==> src/hdl/tlab_bump_allocator_assert.svh <==
// ----------------------------------------------------------------------------
// tlab_bump_allocator_assert.svh
// Assertion macros for the bump allocator; empty when SYNTHESIS is defined.
// ----------------------------------------------------------------------------
`ifndef TLAB_BUMP_ALLOCATOR_ASSERT_SVH
`define TLAB_BUMP_ALLOCATOR_ASSERT_SVH

`ifndef SYNTHESIS

// Same-cycle implication, disabled while reset is asserted.
`define TBA_ASSERT_IMPLIES(label, clk, rst_n, ante, cons) \
    label: assert property (@(posedge clk) disable iff (!rst_n) (ante) |-> (cons)) \
        else $error("tlab_bump_allocator: assertion failed");

// Next-cycle implication, disabled while reset is asserted.
`define TBA_ASSERT_NEXT(label, clk, rst_n, ante, cons) \
    label: assert property (@(posedge clk) disable iff (!rst_n) (ante) |=> (cons)) \
        else $error("tlab_bump_allocator: assertion failed");

`else

`define TBA_ASSERT_IMPLIES(label, clk, rst_n, ante, cons)
`define TBA_ASSERT_NEXT(label, clk, rst_n, ante, cons)

`endif

`endif

==> src/hdl/tba_pkg.sv <==
// ----------------------------------------------------------------------------
// tba_pkg
// Command and status codes, field widths and word types of the bump allocator.
// ----------------------------------------------------------------------------
package tba_pkg;

    localparam int ADDR_BITS_DEF  = 32;
    localparam int TOTAL_BITS_DEF = 48;

    localparam int WORD_W      = 32;
    localparam int ALIGN_W     = 16;
    localparam int TOTAL_OUT_W = 48;

    localparam logic [WORD_W-1:0] COUNT_MAX = '1;

    typedef enum logic [1:0] {
        CMD_ALLOC  = 2'd0,
        CMD_RETIRE = 2'd1,
        CMD_REFILL = 2'd2,
        CMD_INIT   = 2'd3
    } cmd_code_t;

    typedef enum logic [2:0] {
        ST_OK         = 3'd0,
        ST_INVALID    = 3'd1,
        ST_ALIGN      = 3'd2,
        ST_BAD_REGION = 3'd3,
        ST_BOUNDS     = 3'd4,
        ST_OVERFLOW   = 3'd5,
        ST_EXHAUSTED  = 3'd6,
        ST_SAFEPOINT  = 3'd7
    } status_t;

    typedef struct packed {
        cmd_code_t           command;
        logic [WORD_W-1:0]   size;
        logic [ALIGN_W-1:0]  alignment;
        logic [WORD_W-1:0]   base_addr;
        logic [WORD_W-1:0]   region_bytes;
        logic [WORD_W-1:0]   region_id;
        logic [WORD_W-1:0]   waste_limit;
        logic                at_safepoint;
    } cmd_word_t;

    typedef struct packed {
        status_t                 status;
        logic [WORD_W-1:0]       address;
        logic                    active;
        logic [WORD_W-1:0]       alloc_count;
        logic [WORD_W-1:0]       refill_count;
        logic [TOTAL_OUT_W-1:0]  retired_total;
        logic [TOTAL_OUT_W-1:0]  waste_total;
    } rsp_word_t;

endpackage

==> src/hdl/tba_core.sv <==
// ----------------------------------------------------------------------------
// tba_core
// Allocator state registers and the single-pass step logic for one command.
// ----------------------------------------------------------------------------
module tba_core import tba_pkg::*; #(
    parameter int ADDR_BITS  = ADDR_BITS_DEF,
    parameter int TOTAL_BITS = TOTAL_BITS_DEF
) (
    input  logic      clk,
    input  logic      rst_n,
    input  logic      step,
    input  cmd_word_t item,
    output rsp_word_t result
);

    localparam int AW  = ADDR_BITS;
    localparam int AW1 = AW + 1;
    localparam int SW  = ((AW > WORD_W) ? AW : WORD_W) + 1;
    localparam int TW  = TOTAL_BITS;
    localparam int TW1 = TW + 1;

    localparam logic [SW-1:0] ADDR_MAX_W = SW'({AW{1'b1}});

    // Region base, tag and waste bound are never read back, so they are not kept.
    logic [AW-1:0]     cursor_reg,   cursor_next;
    logic [AW-1:0]     end_reg,      end_next;
    logic [WORD_W-1:0] cap_reg,      cap_next;
    logic              active_reg,   active_next;
    logic [WORD_W-1:0] alloc_reg,    alloc_next;
    logic [WORD_W-1:0] refill_reg,   refill_next;
    logic [TW-1:0]     retired_reg,  retired_next;
    logic [TW-1:0]     waste_reg,    waste_next;

    logic [ALIGN_W-1:0] align_mask;
    logic               align_ok;
    logic [AW-1:0]      pad;
    logic [AW:0]        aligned_w;
    logic               pad_ovf;
    logic [SW-1:0]      obj_end;
    logic               fits;

    logic [SW-1:0]      rgn_end_w;
    logic               rgn_ok;
    logic [WORD_W-1:0]  quarter;
    logic [WORD_W-1:0]  waste_pick;
    logic               waste_big;

    logic [WORD_W-1:0]  tail;
    logic [TW:0]        ret_sum_w;
    logic [TW:0]        waste_sum_w;
    logic               ret_ovf;

    status_t            status;
    logic [WORD_W-1:0]  address;

    // Allocate datapath: align up, then check the object end against the region end.
    assign align_mask = item.alignment - 1'b1;
    assign align_ok   = (item.alignment != '0) && ((item.alignment & align_mask) == '0);
    assign pad        = (AW'(0) - cursor_reg) & AW'(align_mask);
    assign aligned_w  = AW1'(cursor_reg) + AW1'(pad);
    assign pad_ovf    = aligned_w[AW];
    assign obj_end    = SW'(aligned_w[AW-1:0]) + SW'(item.size);
    assign fits       = obj_end <= SW'(end_reg);

    // Region check and waste limit for refill and init.
    assign rgn_end_w  = SW'(item.base_addr) + SW'(item.region_bytes);
    assign rgn_ok     = (item.base_addr != '0) && (item.region_bytes != '0)
                        && (item.region_id != '0)
                        && (SW'(item.base_addr) <= ADDR_MAX_W)
                        && (rgn_end_w <= ADDR_MAX_W);
    assign quarter    = item.region_bytes >> 2;
    assign waste_pick = (item.waste_limit != '0) ? item.waste_limit
                      : ((quarter != '0) ? quarter : WORD_W'(1));
    assign waste_big  = waste_pick > item.region_bytes;

    // Retire sums; the tail never exceeds the capacity, so it fits a word.
    assign tail        = WORD_W'(end_reg - cursor_reg);
    assign ret_sum_w   = TW1'(retired_reg) + TW1'(cap_reg);
    assign waste_sum_w = TW1'(waste_reg) + TW1'(tail);
    assign ret_ovf     = ret_sum_w[TW] || waste_sum_w[TW];

    always_comb
    begin
        cursor_next  = cursor_reg;
        end_next     = end_reg;
        cap_next     = cap_reg;
        active_next  = active_reg;
        alloc_next   = alloc_reg;
        refill_next  = refill_reg;
        retired_next = retired_reg;
        waste_next   = waste_reg;
        status       = ST_OK;
        address      = '0;

        case (item.command)
            CMD_ALLOC:
            begin
                if (item.size == '0)
                    status = ST_INVALID;
                else if (!align_ok)
                    status = ST_ALIGN;
                else if (!active_reg)
                    status = ST_EXHAUSTED;
                else if (pad_ovf)
                    status = ST_OVERFLOW;
                else if (!fits)
                    status = ST_EXHAUSTED;
                else if (alloc_reg == COUNT_MAX)
                    status = ST_OVERFLOW;
                else
                begin
                    cursor_next = AW'(obj_end);
                    alloc_next  = alloc_reg + 1'b1;
                    address     = WORD_W'(aligned_w[AW-1:0]);
                end
            end
            CMD_RETIRE:
            begin
                if (active_reg)
                begin
                    if (ret_ovf)
                        status = ST_OVERFLOW;
                    else
                    begin
                        retired_next = ret_sum_w[TW-1:0];
                        waste_next   = waste_sum_w[TW-1:0];
                        cursor_next  = '0;
                        end_next     = '0;
                        cap_next     = '0;
                        active_next  = 1'b0;
                    end
                end
            end
            CMD_REFILL:
            begin
                if (!rgn_ok)
                    status = ST_INVALID;
                else if (!item.at_safepoint)
                    status = ST_SAFEPOINT;
                else if (waste_big || (refill_reg == COUNT_MAX))
                    status = ST_OVERFLOW;
                else if (active_reg && ret_ovf)
                    status = ST_OVERFLOW;
                else
                begin
                    if (active_reg)
                    begin
                        retired_next = ret_sum_w[TW-1:0];
                        waste_next   = waste_sum_w[TW-1:0];
                    end
                    cursor_next = AW'(item.base_addr);
                    end_next    = AW'(rgn_end_w);
                    cap_next    = item.region_bytes;
                    active_next = 1'b1;
                    refill_next = refill_reg + 1'b1;
                end
            end
            CMD_INIT:
            begin
                alloc_next   = '0;
                refill_next  = '0;
                retired_next = '0;
                waste_next   = '0;
                if (!rgn_ok || waste_big)
                begin
                    status      = ST_INVALID;
                    cursor_next = '0;
                    end_next    = '0;
                    cap_next    = '0;
                    active_next = 1'b0;
                end
                else
                begin
                    cursor_next = AW'(item.base_addr);
                    end_next    = AW'(rgn_end_w);
                    cap_next    = item.region_bytes;
                    active_next = 1'b1;
                end
            end
            default:
            begin
                status = ST_OK;
            end
        endcase
    end

    always_comb
    begin
        result.status        = status;
        result.address       = address;
        result.active        = active_next;
        result.alloc_count   = alloc_next;
        result.refill_count  = refill_next;
        result.retired_total = TOTAL_OUT_W'(retired_next);
        result.waste_total   = TOTAL_OUT_W'(waste_next);
    end

    always_ff @(posedge clk or negedge rst_n)
    begin
        if (!rst_n)
        begin
            cursor_reg  <= '0;
            end_reg     <= '0;
            cap_reg     <= '0;
            active_reg  <= 1'b0;
            alloc_reg   <= '0;
            refill_reg  <= '0;
            retired_reg <= '0;
            waste_reg   <= '0;
        end
        else if (step)
        begin
            cursor_reg  <= cursor_next;
            end_reg     <= end_next;
            cap_reg     <= cap_next;
            active_reg  <= active_next;
            alloc_reg   <= alloc_next;
            refill_reg  <= refill_next;
            retired_reg <= retired_next;
            waste_reg   <= waste_next;
        end
    end

endmodule

==> config.mk <==
export PLATFORM = sky130hd
export DESIGN_NAME = tba_core
export DESIGN_NICKNAME = d
export VERILOG_FILES = /design/src/hdl/tlab_bump_allocator_assert.svh /design/src/hdl/tba_pkg.sv /design/src/hdl/tba_core.sv
export SDC_FILE = /design/constraint.sdc
export NUM_CORES = 1
export LEC_CHECK = 0
export BUFFER_PORTS_ARGS = -buffer_cell sky130_fd_sc_hd__buf_2
export CELL_PAD_IN_SITES_DETAIL_PLACEMENT = 0
export CELL_PAD_IN_SITES_GLOBAL_PLACEMENT = 1
export CORE_ASPECT_RATIO = 1.1
export CORE_MARGIN = 2
export CORE_UTILIZATION = 48
export CTS_CLUSTER_DIAMETER = 40
export DETAILED_ROUTE_END_ITERATION = 10
export HOLD_SLACK_MARGIN = 0.08
export PLACE_DENSITY_LB_ADDON = 0.1
export RECOVER_POWER = 50
export SETUP_SLACK_MARGIN = 0.05
export SLEW_MARGIN = 20
export SYNTH_ARGS = -nofsm -noshare
export SYNTH_HDL_FRONTEND = slang
export SYNTH_SLANG_ARGS = --single-unit
==> constraint.sdc <==
create_clock -name clk -period 21.3 [get_ports clk]
set_input_delay 4.26 -clock clk [delete_from_list [all_inputs] [get_ports clk]]
set_output_delay 4.26 -clock clk [all_outputs]
set_load 0.005 [all_outputs]
==> impl_results.rst <==
.. list-table::
   :header-rows: 1

   * - Metric
     - Value
   * - Synthesis warning total
     - 0
   * - Library cell with the highest instance count after synthesis
     - sky130_fd_sc_hd__nand2_1
   * - Area added between synthesis and finish
     - 15.7%
   * - Routed WL per cell
     - about 23 um
   * - Final period util
     - 85.5%
   * - Global-route wire length before repair
     - between 150000 and 200000 um
   * - Post-detailed-placement half-perimeter wirelength
     - approximately 80000 um
   * - Peak Freq
     - 0.0549 GHz
   * - Via/cell ratio
     - roughly 6.4
   * - Number of I/O port buffers
     - approximately 380
   * - Cts bufs inserted
     - between 50 and 60
   * - Root buffer cell
     - sky130_fd_sc_hd__clkbuf_16
   * - Antenna-violating nets left
     - 0
   * - Post-layout utilization of the core
     - ~56%
   * - Worst voltage drop across the vdd grid
     - about 0.066 mV
   * - Number of I/O pins
     - roughly 380
   * - Top post-synthesis cells by count
     - sky130_fd_sc_hd__nand2_1 (312), sky130_fd_sc_hd__dfrtp_1 (257), sky130_fd_sc_hd__ha_1 (252)
   * - # Post-CTS Setup Buffers
     - 0
   * - Data arrival at the endpoint of the critical path
     - roughly 14000 ps
   * - Core area
     - 57000 um^2
   * - Area leader, netlist
     - sky130_fd_sc_hd__dfrtp_1
   * - Hold path startpoint
     - cap_reg[22]
   * - Area enclosed by the die boundary
     - just under 60000 um^2
   * - Via count of the first global-routing pass
     - 27652
   * - Hold buffer count at CTS
     - 0
   * - Top cell by count, worst path
     - sky130_fd_sc_hd__ha_1
   * - Count of vias placed by the detailed router
     - 29052
   * - Final TNS setup
     - 0 ps
   * - Fraction of post-synthesis cell area in the top cell type by area
     - between 20% and 30%
   * - Final-layout fill cell count
     - between 5000 and 6000
   * - Gate Count Post-Synth
     - 3452
   * - Synthesized Nets
     - 3891
   * - Share of flip-flops with an asynchronous set or reset
     - 100%
   * - FF-to-FF path depth
     - 33
   * - Number of H-tree levels
     - 2
   * - Total power per unit cell area
     - 119 nW/um^2
   * - Cell with the biggest individual delay on the critical path
     - sky130_fd_sc_hd__a211oi_1
   * - Number of placement rows
     - 92
   * - Aggregate global routing overflow
     - 0
   * - Detailed-route DRC error count
     - 0
   * - Fraction of final layout cells sized beyond drive strength 1
     - ~17%
   * - Switching power of the nets
     - 1.77 mW
   * - Top post-synthesis cells by area
     - sky130_fd_sc_hd__dfrtp_1 (23%), sky130_fd_sc_hd__ha_1 (11%), sky130_fd_sc_hd__nand2_1 (4.3%)
   * - Primary flip-flop cell chosen by synthesis mapping
     - sky130_fd_sc_hd__dfrtp_1
   * - Starting density of the core
     - between 40% and 50%
   * - Area of the mapped netlist
     - roughly 28000 um^2
   * - Worst Hold Path Cells
     - 1
   * - Aggregate global-route resource usage
     - ~34%
   * - Post-synth EDFFs
     - 0
   * - Part of the power in the clock network
     - a little under a quarter
   * - Final slew viol count
     - ~360
   * - Clock insertion delay at the later pin of the skew report
     - approximately 600 ps
   * - Sw Share
     - a little under half
   * - Outcome
     - finished with violations
   * - Register area share after synthesis
     - about a quarter
   * - Internal reg-to-reg setup slack
     - 11780 ps
   * - Net count reported at finish
     - 4198
   * - Skew final
     - between 15 and 20 ps
   * - Worst path required time
     - between 15000 and 20000 ps
   * - Clock transition at the register clock pins on the worst setup and hold paths after CTS
     - 50 ps
   * - Count of instances resized after the clock tree is built
     - 0
   * - Iteration count of the initial detailed-routing pass
     - 8
   * - Reg-to-Reg End
     - cursor_reg[25]
   * - Combinational share of power
     - about three fifths
   * - Maximum fanout count along the critical path
     - 14
   * - Setup Viol. Count Final
     - 0
   * - Maximum number of pins on one net before global-route repair
     - 85
   * - Width of the chip
     - ~230 um
   * - Destination of the worst hold path
     - cap_reg[22]
   * - Die height
     - around 260 um
   * - Fin crit period
     - between 15000 and 20000 ps
   * - Final hold violation count
     - 0
   * - Least-Margin Pin Slew
     - 4180 ps
   * - Leakage power
     - 15.3 nW
   * - #FFs+latches synth
     - 257
   * - Internal
     - roughly 2 mW
   * - Slowest Stage Delay on Critical Path
     - 900 ps
   * - Yosys cell types
     - between 100 and 150
   * - Maximum count of clock buffers along a single path
     - 3
   * - Hold Path Class
     - reg2reg
   * - Setup repair after global routing missed its margin
     - false
   * - Max Cap Viol
     - 6
   * - Path type of the worst setup path
     - in2out
   * - Remaining max-slew budget at the tightest pin
     - -179%
   * - Startpoint type of the worst setup path
     - input port
   * - Clock tree from TritonCTS
     - done
   * - Final estimated routing congestion in global placement
     - 0.975
   * - Number of antenna violations at the first check in global routing
     - 10
   * - Sort of element at the end of the critical path
     - output port
   * - Violations in the final reports
     - max-capacitance violations, max-slew violations
   * - TritonCTS sink count
     - ~260
   * - Flop pwr share
     - between 10% and 20%
   * - Routed WL
     - 105000 um
   * - Launch instance of the worst register-to-register path
     - cursor_reg[1]
   * - Starting DRT DRC Count
     - 2628
   * - Per-instance average area after synthesis
     - 7.98 um^2
## metal layers
metal | vias up | share of wire (%) | track usage (%) | wire (um)
li1 | 13602 | - | - | -
met3 | 228 | 6.1 | 4.85 | 6420
met1 | 14147 | 42 | 43.7 | 44200
met2 | 1067 | 47 | 57.4 | 49700
met4 | 8 | 4.5 | 14.7 | 4700
met5 | - | 0.059 | 0 | 62
## worst max path at each step
stage,end,slack [ps],startpoint,cells after the start
CTS,result[142],3220,item[129],38
global placement,result[146],3520,item[129],38
global route,result[146],2410,item[129],38
finish,result[142],3080,item[129],38
detailed placement,result[142],3260,item[129],38
floorplan,result[142],5010,item[130],36
## logic make-up (layout without fill, tap and decap cells)
group	count (synthesis)	count (layout)	synth area share [%]
simple gates	1155	1155	21.1
compound gates	1148	1148	28.8
buf+inv	369	722	5.42
fa+ha+maj	257	257	11.8
flops	257	257	23.3
xor+xnor	165	165	5.25
mux	101	101	4.29
other cells	0	7	0
## worst max-delay path: cells and delay by family
| kind | cells | cell delay, ps |
|---|---|---|
| AOI/OAI and AO/OA | 9 | 2890 |
| and+or+nand+nor | 20 | 4830 |
| buffers and inverters | 3 | 330 |
| xor gates and xnor gates | 1 | 190 |
| adders and majority gates | 5 | 1420 |
## power by group through the flow
stage / clock, mW / sequential (mW) / combinational (mW)
2_1_floorplan: 0 / 0.615 / 1.66
3_3_place_gp: 0 / 0.668 / 2.14
3_5_place_dp: 0 / 0.669 / 2.18
4_1_cts: 0.908 / 0.663 / 2.20
5_1_grt: 0.933 / 0.671 / 2.46
6_report: 0.898 / 0.664 / 2.23
## area by class of cell
cell class / count / area [um^2] / area share, %
Inverter: 209 / 785 / 2.46
Sequential cell: 257 / 6430 / 20.2
Timing Repair Buffer: 409 / 2090 / 6.55
Antenna cell: 7 / 17.5 / 0.0550
Clock buffer: 77 / 1630 / 5.12
Tap cell: 752 / 941 / 2.95
Clock inverter: 27 / 303 / 0.950
Multi-Input combinational cell: 2826 / 19700 / 61.7
## through the flow
stage / total power, mW / hold WS [ps] / worst slack (ps) / cell area, um^2 / instances
global placement: 2.81 / 497 / 3520 / 30000 / 4453
floorplan: 2.27 / 479 / 5010 / 27500 / 3452
detailed placement: 2.85 / 503 / 3260 / 30000 / 4453
finish: 3.79 / 516 / 3080 / 31900 / 4564
global route: 4.07 / 529 / 2410 / 31900 / 4561
CTS: 3.77 / 516 / 3220 / 31900 / 4557
## placed cells by master, fill, tap and decap left out, types with 57 or more instances in the layout
| cell | n |
|---|---|
| sky130_fd_sc_hd__buf_2 | 375 |
| sky130_fd_sc_hd__nand2_1 | 312 |
| sky130_fd_sc_hd__dfrtp_1 | 257 |
| sky130_fd_sc_hd__ha_1 | 251 |
| sky130_fd_sc_hd__nor2_1 | 238 |
| sky130_fd_sc_hd__o21ai_0 | 216 |
| sky130_fd_sc_hd__a21oi_1 | 214 |
| sky130_fd_sc_hd__inv_1 | 206 |
| sky130_fd_sc_hd__a21o_1 | 138 |
| sky130_fd_sc_hd__nand3_1 | 131 |
| sky130_fd_sc_hd__xnor2_1 | 106 |
| sky130_fd_sc_hd__a31oi_1 | 106 |
| sky130_fd_sc_hd__a22o_1 | 100 |
| sky130_fd_sc_hd__nor3_1 | 73 |
| sky130_fd_sc_hd__xor2_1 | 59 |
| sky130_fd_sc_hd__nor4_1 | 58 |
| sky130_fd_sc_hd__clkbuf_16 | 57 |
Note: power is estimated with default switching activity, not from simulation.
